## src/sv/efd_pkg.sv

```systemverilog
// Shared types, codes and the CRC-16 byte update for the escaped frame deframer.
package efd_pkg;

    // Framing bytes on the serial link
    localparam logic [7:0] START_CODE = 8'd253;
    localparam logic [7:0] END_CODE   = 8'd254;
    localparam logic [7:0] ESC_CODE   = 8'd255;

    // CRC-16 generator polynomial and the reset value of crc_init
    localparam logic [15:0] CRC_POLY     = 16'h1021;
    localparam logic [15:0] CRC_INIT_RST = 16'hFFFF;

    // Result event codes
    localparam logic [1:0] EV_NONE  = 2'd0;
    localparam logic [1:0] EV_STORE = 2'd1;
    localparam logic [1:0] EV_GOOD  = 2'd2;
    localparam logic [1:0] EV_BAD   = 2'd3;

    // Depth of the queue between front and back
    localparam int Q_DEPTH = 2;

    // Operation handed from the front to the back
    typedef enum logic [1:0] {
        OP_NONE  = 2'd0,
        OP_START = 2'd1,
        OP_STORE = 2'd2,
        OP_END   = 2'd3
    } t_op_kind;

    typedef struct packed {
        t_op_kind   kind;
        logic [7:0] data;
    } t_op;

    // Feed one byte into a CRC-16, MSB first, no reflection
    function automatic logic [15:0] crc_feed(input logic [15:0] crc, input logic [7:0] b);
        logic [15:0] c;
        c = crc ^ {b, 8'h00};
        for (int i = 0; i < 8; i++) begin
            if (c[15]) begin
                c = {c[14:0], 1'b0} ^ CRC_POLY;
            end else begin
                c = {c[14:0], 1'b0};
            end
        end
        return c;
    endfunction

endpackage

```

## src/sv/efd_front.sv

```systemverilog
// Front end: tracks framing and escapes, turns each received byte into one operation.
module efd_front
    import efd_pkg::*;
(
    input  logic       i_clk,
    input  logic       i_rst_n,
    input  logic       i_accept,
    input  logic [7:0] i_rx_byte,
    output t_op        o_op
);

    logic r_in_frame, n_in_frame;
    logic r_esc,      n_esc;

    // Classify the byte against the framing state
    always_comb begin
        n_in_frame = r_in_frame;
        n_esc      = r_esc;
        o_op.kind  = OP_NONE;
        o_op.data  = i_rx_byte;
        if (r_esc) begin
            n_esc = 1'b0;
            if (i_rx_byte inside {START_CODE, END_CODE, ESC_CODE}) begin
                o_op.kind = OP_STORE;
            end
        end else if (i_rx_byte == START_CODE) begin
            n_in_frame = 1'b1;
            o_op.kind  = OP_START;
        end else if (!r_in_frame) begin
            o_op.kind = OP_NONE;
        end else if (i_rx_byte == END_CODE) begin
            n_in_frame = 1'b0;
            o_op.kind  = OP_END;
        end else if (i_rx_byte == ESC_CODE) begin
            n_esc = 1'b1;
        end else begin
            o_op.kind = OP_STORE;
        end
    end

    // Advance framing state on each accepted word
    always_ff @(posedge i_clk) begin
        if (!i_rst_n) begin
            r_in_frame <= 1'b0;
            r_esc      <= 1'b0;
        end else if (i_accept) begin
            r_in_frame <= n_in_frame;
            r_esc      <= n_esc;
        end
    end

endmodule

```

## src/sv/efd_queue.sv

```systemverilog
// Short register queue of operations between the front and the back.
module efd_queue
    import efd_pkg::*;
(
    input  logic i_clk,
    input  logic i_rst_n,
    input  logic i_push,
    input  t_op  i_op,
    output logic o_full,
    output logic o_valid,
    input  logic i_pop,
    output t_op  o_op
);

    localparam int PW = (Q_DEPTH > 1) ? $clog2(Q_DEPTH) : 1;
    localparam int CW = $clog2(Q_DEPTH + 1);

    t_op           r_mem [Q_DEPTH];
    logic [PW-1:0] r_wr_ptr;
    logic [PW-1:0] r_rd_ptr;
    logic [CW-1:0] r_cnt;

    assign o_full  = (r_cnt == CW'(Q_DEPTH));
    assign o_valid = (r_cnt != '0);
    assign o_op    = r_mem[r_rd_ptr];

    // Hold payload entries
    always_ff @(posedge i_clk) begin
        if (i_push) begin
            r_mem[r_wr_ptr] <= i_op;
        end
    end

    // Advance pointers and fill count
    always_ff @(posedge i_clk) begin
        if (!i_rst_n) begin
            r_wr_ptr <= '0;
            r_rd_ptr <= '0;
            r_cnt    <= '0;
        end else begin
            if (i_push) begin
                r_wr_ptr <= (r_wr_ptr == PW'(Q_DEPTH - 1)) ? '0 : r_wr_ptr + PW'(1);
            end
            if (i_pop) begin
                r_rd_ptr <= (r_rd_ptr == PW'(Q_DEPTH - 1)) ? '0 : r_rd_ptr + PW'(1);
            end
            if (i_push && !i_pop) begin
                r_cnt <= r_cnt + CW'(1);
            end else if (!i_push && i_pop) begin
                r_cnt <= r_cnt - CW'(1);
            end
        end
    end

endmodule

```

## src/sv/efd_back.sv

```systemverilog
// Back end: byte count, delay line and CRC check; drives the registered result word.
module efd_back
    import efd_pkg::*;
#(
    parameter int BUF_SIZE = 64
) (
    input  logic        i_clk,
    input  logic        i_rst_n,
    input  logic [15:0] i_crc_init,
    input  logic        i_q_valid,
    input  t_op         i_op,
    output logic        o_pop,
    output logic        o_valid,
    input  logic        i_ready,
    output logic [1:0]  o_event,
    output logic [7:0]  o_data,
    output logic [5:0]  o_count
);

    localparam int CW = $clog2(BUF_SIZE);
    localparam int WW = (CW > 6) ? CW : 6;

    logic [CW-1:0] r_count, n_count;
    logic [15:0]   r_crc,   n_crc;
    logic [15:0]   r_last,  n_last;
    logic          r_valid;
    logic [1:0]    r_event, n_event;
    logic [7:0]    r_data,  n_data;
    logic [5:0]    r_ocnt,  n_ocnt;

    logic [CW-1:0] len;
    logic [WW-1:0] count_ext;
    logic [WW-1:0] len_ext;
    logic          two_held;

    assign o_pop     = i_q_valid && (!r_valid || i_ready);
    assign len       = r_count - CW'(2);
    assign count_ext = WW'(r_count);
    assign len_ext   = WW'(len);
    assign two_held  = (r_count >= CW'(2));

    // Carry out one operation
    always_comb begin
        n_count = r_count;
        n_crc   = r_crc;
        n_last  = r_last;
        n_event = EV_NONE;
        n_data  = 8'd0;
        n_ocnt  = 6'd0;
        case (i_op.kind)
            OP_START: begin
                n_count = '0;
                n_crc   = i_crc_init;
            end
            OP_STORE: begin
                n_event = EV_STORE;
                n_data  = i_op.data;
                n_ocnt  = count_ext[5:0];
                if (two_held) begin
                    n_crc = crc_feed(r_crc, r_last[15:8]);
                end
                n_last = {r_last[7:0], i_op.data};
                // wrap at buffer size and restart the CRC
                if (r_count == CW'(BUF_SIZE - 1)) begin
                    n_count = '0;
                    n_crc   = i_crc_init;
                end else begin
                    n_count = r_count + CW'(1);
                end
            end
            OP_END: begin
                if (two_held && r_last == r_crc) begin
                    n_event = EV_GOOD;
                    n_ocnt  = len_ext[5:0];
                end else begin
                    n_event = EV_BAD;
                end
            end
            default: begin
                n_event = EV_NONE;
            end
        endcase
    end

    // Advance state and load the result word
    always_ff @(posedge i_clk) begin
        if (!i_rst_n) begin
            r_count <= '0;
            r_crc   <= CRC_INIT_RST;
            r_last  <= 16'd0;
            r_valid <= 1'b0;
        end else begin
            if (o_pop) begin
                r_count <= n_count;
                r_crc   <= n_crc;
                r_last  <= n_last;
                r_valid <= 1'b1;
            end else if (i_ready) begin
                r_valid <= 1'b0;
            end
        end
    end

    // Hold result payload
    always_ff @(posedge i_clk) begin
        if (o_pop) begin
            r_event <= n_event;
            r_data  <= n_data;
            r_ocnt  <= n_ocnt;
        end
    end

    assign o_valid = r_valid;
    assign o_event = r_event;
    assign o_data  = r_data;
    assign o_count = r_ocnt;

endmodule

```

## src/sv/escaped_frame_deframer_crc16_core.sv

```systemverilog
// Top level of the byte-stuffed frame deframer with CRC-16 check.
//
//  Channel   | Direction | Handshake               | Payload
//  ----------+-----------+-------------------------+------------------------------------
//  s_axis    | in        | tvalid / tready         | tdata[7:0] rx_byte
//  m_axis    | out       | tvalid / tready         | tuser event_res, tdata data_byte,count
//  apb       | in        | psel / penable / pready | crc_init at address 0
//
// One word per cycle sustained while m_axis_tready is high; a result word passes through
// the queue and the output register. The front registers framing state, a two-entry queue
// decouples it from the back, whose byte-wide CRC update feeds the output register.
// Reset (synchronous, active low) empties the queue and output, clears framing state
// and loads crc_init with 0xFFFF. A stalled output fills the queue, then drops s_axis_tready.
module escaped_frame_deframer_crc16_core
    import efd_pkg::*;
#(
    parameter int BUF_SIZE = 64
) (
    input  logic        i_clk,
    input  logic        i_rst_n,
    // stream input
    input  logic        s_axis_tvalid,
    output logic        s_axis_tready,
    input  logic [7:0]  s_axis_tdata,   // [7:0] rx_byte
    // stream output
    output logic        m_axis_tvalid,
    input  logic        m_axis_tready,
    output logic [15:0] m_axis_tdata,   // [7:0] data_byte, [13:8] count, [15:14] zero
    output logic [1:0]  m_axis_tuser,   // [1:0] event_res
    // configuration
    input  logic        psel,
    input  logic        penable,
    input  logic        pwrite,
    input  logic [2:0]  paddr,
    input  logic [31:0] pwdata,
    output logic [31:0] prdata,
    output logic        pready
);

    logic [15:0] r_crc_init_val;
    logic        accept;
    t_op         front_op;
    logic        q_full;
    logic        q_valid;
    logic        q_pop;
    t_op         q_op;
    logic [7:0]  out_data;
    logic [5:0]  out_count;

    // Configuration register write and read-back
    assign pready = 1'b1;

    always_ff @(posedge i_clk) begin
        if (!i_rst_n) begin
            r_crc_init_val <= CRC_INIT_RST;
        end else if (psel && penable && pwrite && !paddr[2]) begin
            r_crc_init_val <= pwdata[15:0];
        end
    end

    assign prdata = paddr[2] ? 32'd0 : {16'd0, r_crc_init_val};

    // Accept a word whenever the queue has room
    assign s_axis_tready = !q_full;
    assign accept        = s_axis_tvalid && !q_full;

    efd_front u_front (
        .i_clk     (i_clk),
        .i_rst_n   (i_rst_n),
        .i_accept  (accept),
        .i_rx_byte (s_axis_tdata),
        .o_op      (front_op)
    );

    efd_queue u_queue (
        .i_clk   (i_clk),
        .i_rst_n (i_rst_n),
        .i_push  (accept),
        .i_op    (front_op),
        .o_full  (q_full),
        .o_valid (q_valid),
        .i_pop   (q_pop),
        .o_op    (q_op)
    );

    efd_back #(
        .BUF_SIZE (BUF_SIZE)
    ) u_back (
        .i_clk      (i_clk),
        .i_rst_n    (i_rst_n),
        .i_crc_init (r_crc_init_val),
        .i_q_valid  (q_valid),
        .i_op       (q_op),
        .o_pop      (q_pop),
        .o_valid    (m_axis_tvalid),
        .i_ready    (m_axis_tready),
        .o_event    (m_axis_tuser),
        .o_data     (out_data),
        .o_count    (out_count)
    );

    // Pack the result word, upper pad bits held low
    assign m_axis_tdata = {2'b00, out_count, out_data};

endmodule

```

## config.mk

```make
export PLATFORM = sky130hd
export DESIGN_NAME = escaped_frame_deframer_crc16_core
export DESIGN_NICKNAME = d
export VERILOG_FILES = /design/src/sv/efd_pkg.sv /design/src/sv/efd_front.sv /design/src/sv/efd_queue.sv /design/src/sv/efd_back.sv /design/src/sv/escaped_frame_deframer_crc16_core.sv
export SDC_FILE = /design/constraint.sdc
export NUM_CORES = 1
export LEC_CHECK = 0
export ABC_AREA = 1
export BUFFER_PORTS_ARGS = -buffer_cell sky130_fd_sc_hd__buf_4
export CAP_MARGIN = 20
export CORE_UTILIZATION = 55
export CTS_BUF_LIST = sky130_fd_sc_hd__clkbuf_8
export CTS_CLUSTER_DIAMETER = 80
export DETAILED_ROUTE_END_ITERATION = 10
export GPL_TIMING_DRIVEN = 0
export PLACE_DENSITY = 0.89
export SLEW_MARGIN = 20
export SYNTH_ARGS = -nofsm -noshare
export SYNTH_HDL_FRONTEND = slang
export SYNTH_SLANG_ARGS = --single-unit
```

## constraint.sdc

```tcl
create_clock -name i_clk -period 2.7 [get_ports i_clk]
set_clock_uncertainty 0.2 [all_clocks]
set_input_delay 0.135 -clock i_clk [delete_from_list [all_inputs] [get_ports i_clk]]
set_output_delay 0.135 -clock i_clk [all_outputs]
set_load 0.05 [all_outputs]
```

; Yosys cells after proc, flatten, opt, wreduce, memory -nomap -nowiden
; Memories as Yosys holds them, arrays and structs flattened. A register that Yosys moved wholly into a read port is not among the register bits.
; Index checks and enable logic that the tools add are counted.
[totals]
reg_bits = 77
ramBits = 20
inputBits = 50
memories = 1
[op_classes]
addsub = 6
magnitude_cmp = 1
n_eq_ne = 10
mux = 56
bitwise = 10
reduce_logical = 23
[mem_list]
columns = memory, depth, width, rd, rd_clocked_by_memory_dff, wr, line_no
row1 = u_queue.r_mem, 2, 10, 1, 1, 1, efd_queue.sv:18  ; t_op r_mem [Q_DEPTH];
[ops]
columns = operator, count
row1 = 16-bit 2-to-1 mux, 17
row2 = 13-bit 2-to-1 mux, 8
row3 = 16-bit case mux with 2 select lines, 1
row4 = "8-bit == test, second input constant", 3
row5 = 3-bit inverter, 8
row6 = 6-bit case mux with 2 select lines, 2
row7 = 1-bit 2-to-1 mux, 17
row8 = 16-bit == test, 1
row9 = 2-bit 2-to-1 mux, 8
row10 = 16-bit bitwise XOR, 1
row11 = 6-bit 2-to-1 mux, 2
row12 = 1-bit logical AND, 8
row13 = 2-bit nonzero test, 4
row14 = "6-bit by 1-bit adder with 6-bit output, second input constant", 1
row15 = "2-bit == test, second input constant", 3
row16 = "6-bit == test, second input constant", 1
row17 = "6-bit by 2-bit greater-or-equal comparator with 1-bit output, second input constant", 1
row18 = 2-bit AND reduction, 3
row19 = "6-bit by 2-bit subtractor with 6-bit output, second input constant", 1
row20 = 1-bit logical NOT, 5
row21 = 2-bit case mux with 2 select lines, 1
row22 = "3-bit by 1-bit inequality test with 1-bit output, second input constant", 1
row23 = 3-bit AND reduction, 1
row24 = 3-bit nonzero test, 1
row25 = 6 further kinds, 7

; Depth between registers and ports, before layout
; Gate-level depths: netlist of run 1.
[logic_depth]
word_depth = 34
depth_mapped = 12
ltp_nobuf = 10

; Hierarchy
; From an unflattened synthesis of run 1, not the netlist that was laid out.
[unflattened]
hier_cells = 670
area_unflattened_um2 = 5182.5
[by_module_without_submodules]
columns = mod, n_inst, cells_per_inst, area_each_um2, seq_area_each_um2
row1 = efd_back, 1, 430, 3012.9, 1261.2
row2 = efd_queue, 1, 66, 992.2, 700.7
row3 = escaped_frame_deframer_crc16_core, 1, 132, 913.4, 320.3
row4 = efd_front, 1, 42, 264.0, 40.0

; Least setup slack after synthesis of run 1
; Ideal clock, no wire load.
[synth_path]
path_type = flip-flop to flip-flop
start = register with a tool-made name
end = register u_back.r_crc[10]
setup_time_ps = 119
t_arrival_ps = 2074
setup_slack_ps = 307
path_stages_with_launch = 10
n_path_buf = 3
period_less_slack_ps = 2393
cell_sequence = dfxtp_1 > buf_2 > clkbuf_1 > mux2_2 > ha_1 > nor2_2 > o21ai_4 > buf_6 > a21oi_1 > o21ai_2
[synth_lines]
columns = item, line_no
row1 = end signal: assignment, efd_back.sv:95  ; r_crc <= n_crc;
row2 = end: declaration, efd_back.sv:24  ; logic [15:0] r_crc, n_crc;

==> results.py, run 1 <==
metrics = {
    "run_status": {
        "outcome": "completed",
    },
    "setup_path": {
        "crit_family": "buffers and inverters",
        "cp_common_cell": "nand2_1",
        "crit_fanout": 19,
        "start_kind": "flop",
        "slowest_delay_ns": 0.40,
        "critPathCaptureType": "flop",
        "critical_path_required_ns": 2.81,
        "worstPathCellList": "buf_2 -> mux2_2 -> ha_1 -> nor2_2 -> o21ai_4 -> buf_6 -> a21oi_1 -> nand2_1 -> nand2_1",
        "arrival_ns": 2.59,
        "path_class": "flop to flop",
        "cp_slowest_cell": "mux2_2",
        "r2r_slack_ns": 0.22,
        "critical_path_buf_inv_count": 2,
    },
    "sta": {
        "hold_viol": 0,
        "fin_hold_ws_ns": 0.00454,
        "max_freq_mhz": 403,
        "fin_crit_sh": 0.919,
        "tightest_slew_ns": 1.00,
        "rsz0062_at_grt": "false",
        "finalSetupViolCount": 0,
        "slew_viol_final": 0,
        "fin_crit_ns": 2.48,
        "fin_tns_setup_ns": 0,
        "maxSlewHeadroom": 0.331,
    },
    "clocking": {
        "cts_made_buffers": 9,
        "cts_max_level": 3,
        "clock-root-buffer": "clkbuf_8",
        "clk_latency_ns": 0.37,
        "path_clk_slew_ns": 0.10,
        "cts_num_sinks": 98,
        "cts_tree": "done",
        "cts_max_path_buffers": 2,
    },
    "layout": {
        "fin_nets": 771,
        "final_common_cell": "nand2_1",
        "drive_gt1_frac": 0.179,
        "diodes": 0,
        "fin_area_mm2": 0.00592,
        "layout_common_cells": "nand2_1, buf_4, inv_1, nor2_1, dfxtp_1",
        "area_growth_pct": 23.5,
    },
    "routing": {
        "avgViaCountPerCell": 5.18,
        "drcViolationCount": 0,
        "routed_wl_um": 11500,
        "dr_total_vias": 4268,
        "ant_nets": 0,
        "drtIter0Drc": 236,
        "drt_pass1_iterations": 5,
        "wl_per_cell_um": 14.0,
    },
    "global_route": {
        "grt_pass1_vias": 4079,
        "grt_pass1_wl_um": 18300,
        "grt_overflow": 0,
        "grt_max_degree": 25,
        "grt_usage": 0.266,
        "antenna_found_initial": 0,
    },
    "logic_synthesis": {
        "syn-cell-area_mm2": 0.00479,
        "synth_cell_types": 35,
        "synth-seq-cells": 98,
        "synth-main-ff-cell": "dfxtp_1",
        "synthCells": 596,
        "postSynthAreaPerCell_um2": 8.04,
        "synth.yosys.warnings": 0,
        "async_flop_share": 0,
        "yosysSeqAreaShare": 0.484,
        "synth_edf_count": 36,
    },
    "die": {
        "io_pins": 103,
        "die_area_mm2": 0.00909,
        "num_rows": 33,
        "die_h_um": 95.4,
        "start_util": 0.575,
        "die_w_um": 95.4,
        "coreArea_mm2": 0.00834,
    },
    "run": {
        "cap_violations": 0,
    },
    "power": {
        "p_switching_uw": 2920,
        "sw_frac_of_total": 0.467,
        "p_leak_uw": 0.00270,
        "intPower_uw": 3320,
        "combPwrFrac": 0.492,
        "ir_drop_v": 0.000699,
        "powerDensity_mw_per_mm2": 1050,
        "seq_power_share": 0.363,
        "pwr-share-clk": 0.145,
    },
    "hold_path": {
        "hp-class": "input port to flop",
    },
    "placed_design": {
        "io_buffers": 64,
        "gp_congestion": 0.911,
        "place_hpwl_um": 8220,
        "dpl_cell_area_mm2": 0.00547,
    },
}
## registers in the layout, summed over array words and instances, names as in the netlist, 2 cells and up, named ones only
register,count
u_back.o_count,6
u_back.r_last,16
u_back.r_crc,16
u_queue.r_cnt,2
u_queue.r_mem,20
r_crc_init_val,16
u_back.count_ext,6
u_back.o_event,2
u_back.o_data,8
## per-stage QoR
step	total power (uW)	util	std cells	setup WS, ns
2_1_floorplan	4490	-	613	0.307
4_1_cts	6200	0.710	824	0.234
3_5_place_dp	5270	0.656	782	-0.0530
3_3_place_gp	5160	0.656	782	0.0181
6_report	6240	0.710	824	0.219
5_1_grt	6610	0.710	824	0.0660
## worst paths after layout
path | startpoint | to | depth (start not counted)
min | penable | r_crc_init_val[1]$_SDFFE_PN1P_ | 5
max | flop | u_back.r_crc[12]$_SDFFE_PN1P_ | 9
max reg2reg | flop | u_back.r_crc[12]$_SDFFE_PN1P_ | 9
min reg2reg | u_back.r_last[15]$_SDFFE_PN0P_ | u_back.r_last[15]$_SDFFE_PN0P_ | 2
## power groups by stage
stage / logic (uW) / clock network, uW / registers (uW)
CTS: 3040 / 907 / 2250
finish: 3070 / 907 / 2260
detailed placement: 2990 / 0 / 2280
global placement: 2900 / 0 / 2260
global route: 3350 / 965 / 2300
floorplan: 1840 / 0 / 2650
## cells by family (layout without fill, tap and decap cells)
kind of cell | count (synthesis) | count (layout) | share of synthesized area
compound gates | 105 | 105 | 0.129
xor+xnor | 22 | 22 | 0.0402
fa+ha+maj | 7 | 7 | 0.0183
flops | 98 | 98 | 0.484
simple gates | 254 | 254 | 0.218
mux | 1 | 1 | 0.00235
other cells | 2 | 19 | 0.00157
buf+inv | 107 | 213 | 0.106
## worst reg2reg max path, delay by kind of cell, from the launching register on
family / cells / cell delay, ns
muxes: 1 / 0.40
and+or+nand+nor: 3 / 0.46
adders and majority gates: 1 / 0.30
buffers and inverters: 2 / 0.46
AOI/OAI and AO/OA: 2 / 0.28
DFF: 1 / 0.33
## cell type report
type                    count  area [um2]
clock inverters             7        58.8
inverters                  67         251
clock buffers               9         124
fillers                   630        2420
repair buffers             91         751
flip-flops and latches     98        2320
well taps                 105         131
plain buffers              39         251
multi-input cells         408        2030
## repair_timing
| action | CTS | global route |
|---|---|---|
| resized for setup | 0 | 0 |
| setup endpoints to repair | 14 | 0 |
| setup buffers | 0 | 0 |
| hold buffers | 27 | 0 |
| endpoints found under the hold margin | 42 | 0 |
## cells in the mapped netlist (all sizes together) (7+ instances only)
library cell  instances  area, um2
nand2               147        559
inv                  67        251
nor2                 67        269
dfxtp                62       1240
a21oi                41        216
o21ai                37        200
edfxtp               36       1080
buf                  30        218
nand3                28        145
o211ai               18        135
xnor2                13        114
clkbuf               10       37.5
xor2                  9       78.8
ha                    7       87.6
nand4                 7       43.8
o21a                  7       52.6
## routing by layer
metal  track usage  share of wire  wire, um
met4        0.0997          0.021       237
met1         0.316           0.42      4900
met3        0.0439          0.061       702
met2         0.481           0.49      5700
met5             0              0         0
Note: power is estimated with default switching activity, not from simulation.
==> run 2, diff against run 1 <==
PLACE_DENSITY = not set   (was 0.89)
PLACE_DENSITY_LB_ADDON = 0.08   (was not set)
==> results.py, run 2 (synthesis gave the netlist of run 1 again) <==
metrics = {
    "sta": {
        "max_freq_mhz": 405,
        "fin_ws_ns": 0.233,
        "maxSlewHeadroom": 0.342,
        "hold_viol": 0,
        "fin_hold_ws_ns": 0.00938,
        "fin_crit_sh": 0.914,
        "finalSetupViolCount": 0,
        "fin_crit_ns": 2.47,
        "slew_viol_final": 0,
        "rsz0062_at_grt": "false",
        "tightest_slew_ns": 0.984,
    },
    "routing": {
        "met3_length_um": 672,
        "dr_total_vias": 4195,
        "wl_met1_um": 5030,
        "wl_per_cell_um": 13.4,
        "avgViaCountPerCell": 5.09,
        "routed_wl_um": 11100,
        "drtIter0Drc": 254,
        "wl_met2_um": 5140,
        "ant_nets": 0,
        "drt_pass1_iterations": 5,
        "dr.max_layer_used": "met4",
        "drcViolationCount": 0,
    },
    "setup_path": {
        "cp_slowest_cell": "mux2_2",
        "critPathCaptureType": "flop",
        "crit_cells": 9,
        "start_kind": "flop",
        "arrival_ns": 2.59,
        "slowest_delay_ns": 0.40,
        "critical_path_required_ns": 2.82,
        "crit_family": "simple AND/OR/NAND/NOR gates",
        "worstPathCellList": "buf_2 -> mux2_2 -> ha_1 -> nor2_2 -> o21ai_4 -> buf_6 -> a21oi_1 -> nand2_1 -> nand2_1",
        "path_class": "flop to flop",
        "critical_path_buf_inv_count": 2,
        "crit_fanout": 19,
        "cp_common_cell": "nand2_1",
        "r2r_cells": 9,
    },
    "clocking": {
        "cts_max_level": 3,
        "cts_tree": "done",
        "clock-root-buffer": "clkbuf_8",
        "clk_latency_ns": 0.37,
        "path_clk_slew_ns": 0.10,
        "cts_num_sinks": 98,
        "postCtsSetupRepairBufs": 0,
        "cts_made_buffers": 9,
        "cts_max_path_buffers": 2,
    },
    "placed_design": {
        "place_ws_ns": -0.0437,
        "place_hpwl_um": 8120,
        "io_buffers": 64,
        "place_inst": 782,
        "dpl_cell_area_mm2": 0.00547,
        "gp_congestion": 0.928,
    },
    "layout": {
        "final_cell_count_no_fill": 824,
        "top_register": "u_queue.r_mem",
        "largest_reg_flops": 20,
        "drive_gt1_frac": 0.178,
        "fin_nets": 771,
        "final_common_cell": "nand2_1",
        "post-route-util": 0.709,
        "area_growth_pct": 23.4,
        "layout_common_cells": "nand2_1, buf_4, inv_1",
        "fin_area_mm2": 0.00591,
        "diodes": 0,
    },
    "die": {
        "coreArea_mm2": 0.00834,
        "die_w_um": 95.4,
        "start_util": 0.575,
        "io_pins": 103,
        "die_area_mm2": 0.00909,
        "die_h_um": 95.4,
        "num_rows": 33,
    },
    "global_route": {
        "grt_max_degree": 25,
        "grt_usage": 0.258,
        "antenna_found_initial": 0,
        "grt_pass1_wl_um": 17800,
        "grt_pass1_vias": 3778,
        "grt_overflow": 0,
    },
    "run_status": {
        "outcome": "completed",
    },
    "power": {
        "p_leak_uw": 0.00270,
        "powerDensity_mw_per_mm2": 1040,
        "ir_drop_v": 0.000905,
    },
    "hold_path": {
        "min_path_cells": 5,
        "hp-class": "input port to flop",
    },
    "run": {
        "cap_violations": 0,
    },
}
-- run 2: routing by layer --
metal | global-route usage | vias to the layer above
met5 | 0 | -
met4 | 0.106 | 0
met3 | 0.0367 | 18
met2 | 0.418 | 152
met1 | 0.347 | 1901
li1 | - | 2124
-- run 2: final cells by class --
type | instances | area (um2)
fill | 673 | 2430
sequential | 98 | 2320
multi-input combinational | 408 | 2030
timing repair buffer | 91 | 751
buffer | 39 | 251
inverter | 67 | 251
tap | 105 | 131
clock buffer | 9 | 124
clock inverter | 7 | 55.1
-- run 2: worst paths after layout --
path                                               startpoint                             end  slack, ns
worst max-delay path                                     flop   u_back.r_crc[12]$_SDFFE_PN1P_       0.23
worst min-delay path                                  penable  r_crc_init_val[1]$_SDFFE_PN1P_      0.009
worst max register to register                           flop   u_back.r_crc[12]$_SDFFE_PN1P_       0.23
worst min register to register  u_queue.r_rd_ptr$_SDFFE_PN0P_   u_queue.r_rd_ptr$_SDFFE_PN0P_       0.26
-- run 2: timing repair --
| action | 4_1_cts | 5_1_grt |
|---|---|---|
| endpoints found under the setup margin | 11 | 0 |
| hold buffers | 27 | 0 |
| hold endpoints to repair | 41 | 0 |
| gates resized for setup | 0 | 0 |
-- run 2: worst register-to-register path, delay by kind of cell, from the launching register on --
| kind | cells | cell delay, ns |
|---|---|---|
| and+or+nand+nor | 3 | 0.47 |
| DFF | 1 | 0.32 |
| AOI/OAI and AO/OA | 2 | 0.29 |
| muxes | 1 | 0.40 |
| adders and majority gates | 1 | 0.30 |
| buffers and inverters | 2 | 0.45 |
-- run 2: report_power, final --
part	switching (uW)	internal [uW]	total (uW)
Sequential	257	1990	2250
Combinational	2050	981	3030
Clock	540	343	883
Total	2850	3310	6160
-- run 2: stage by stage --
stage,TNS [ns],total power (uW)
2_1_floorplan,0,4490
3_3_place_gp,-0.0278,5200
3_5_place_dp,-0.104,5260
4_1_cts,0,6160
5_1_grt,0,6580
6_report,0,6160
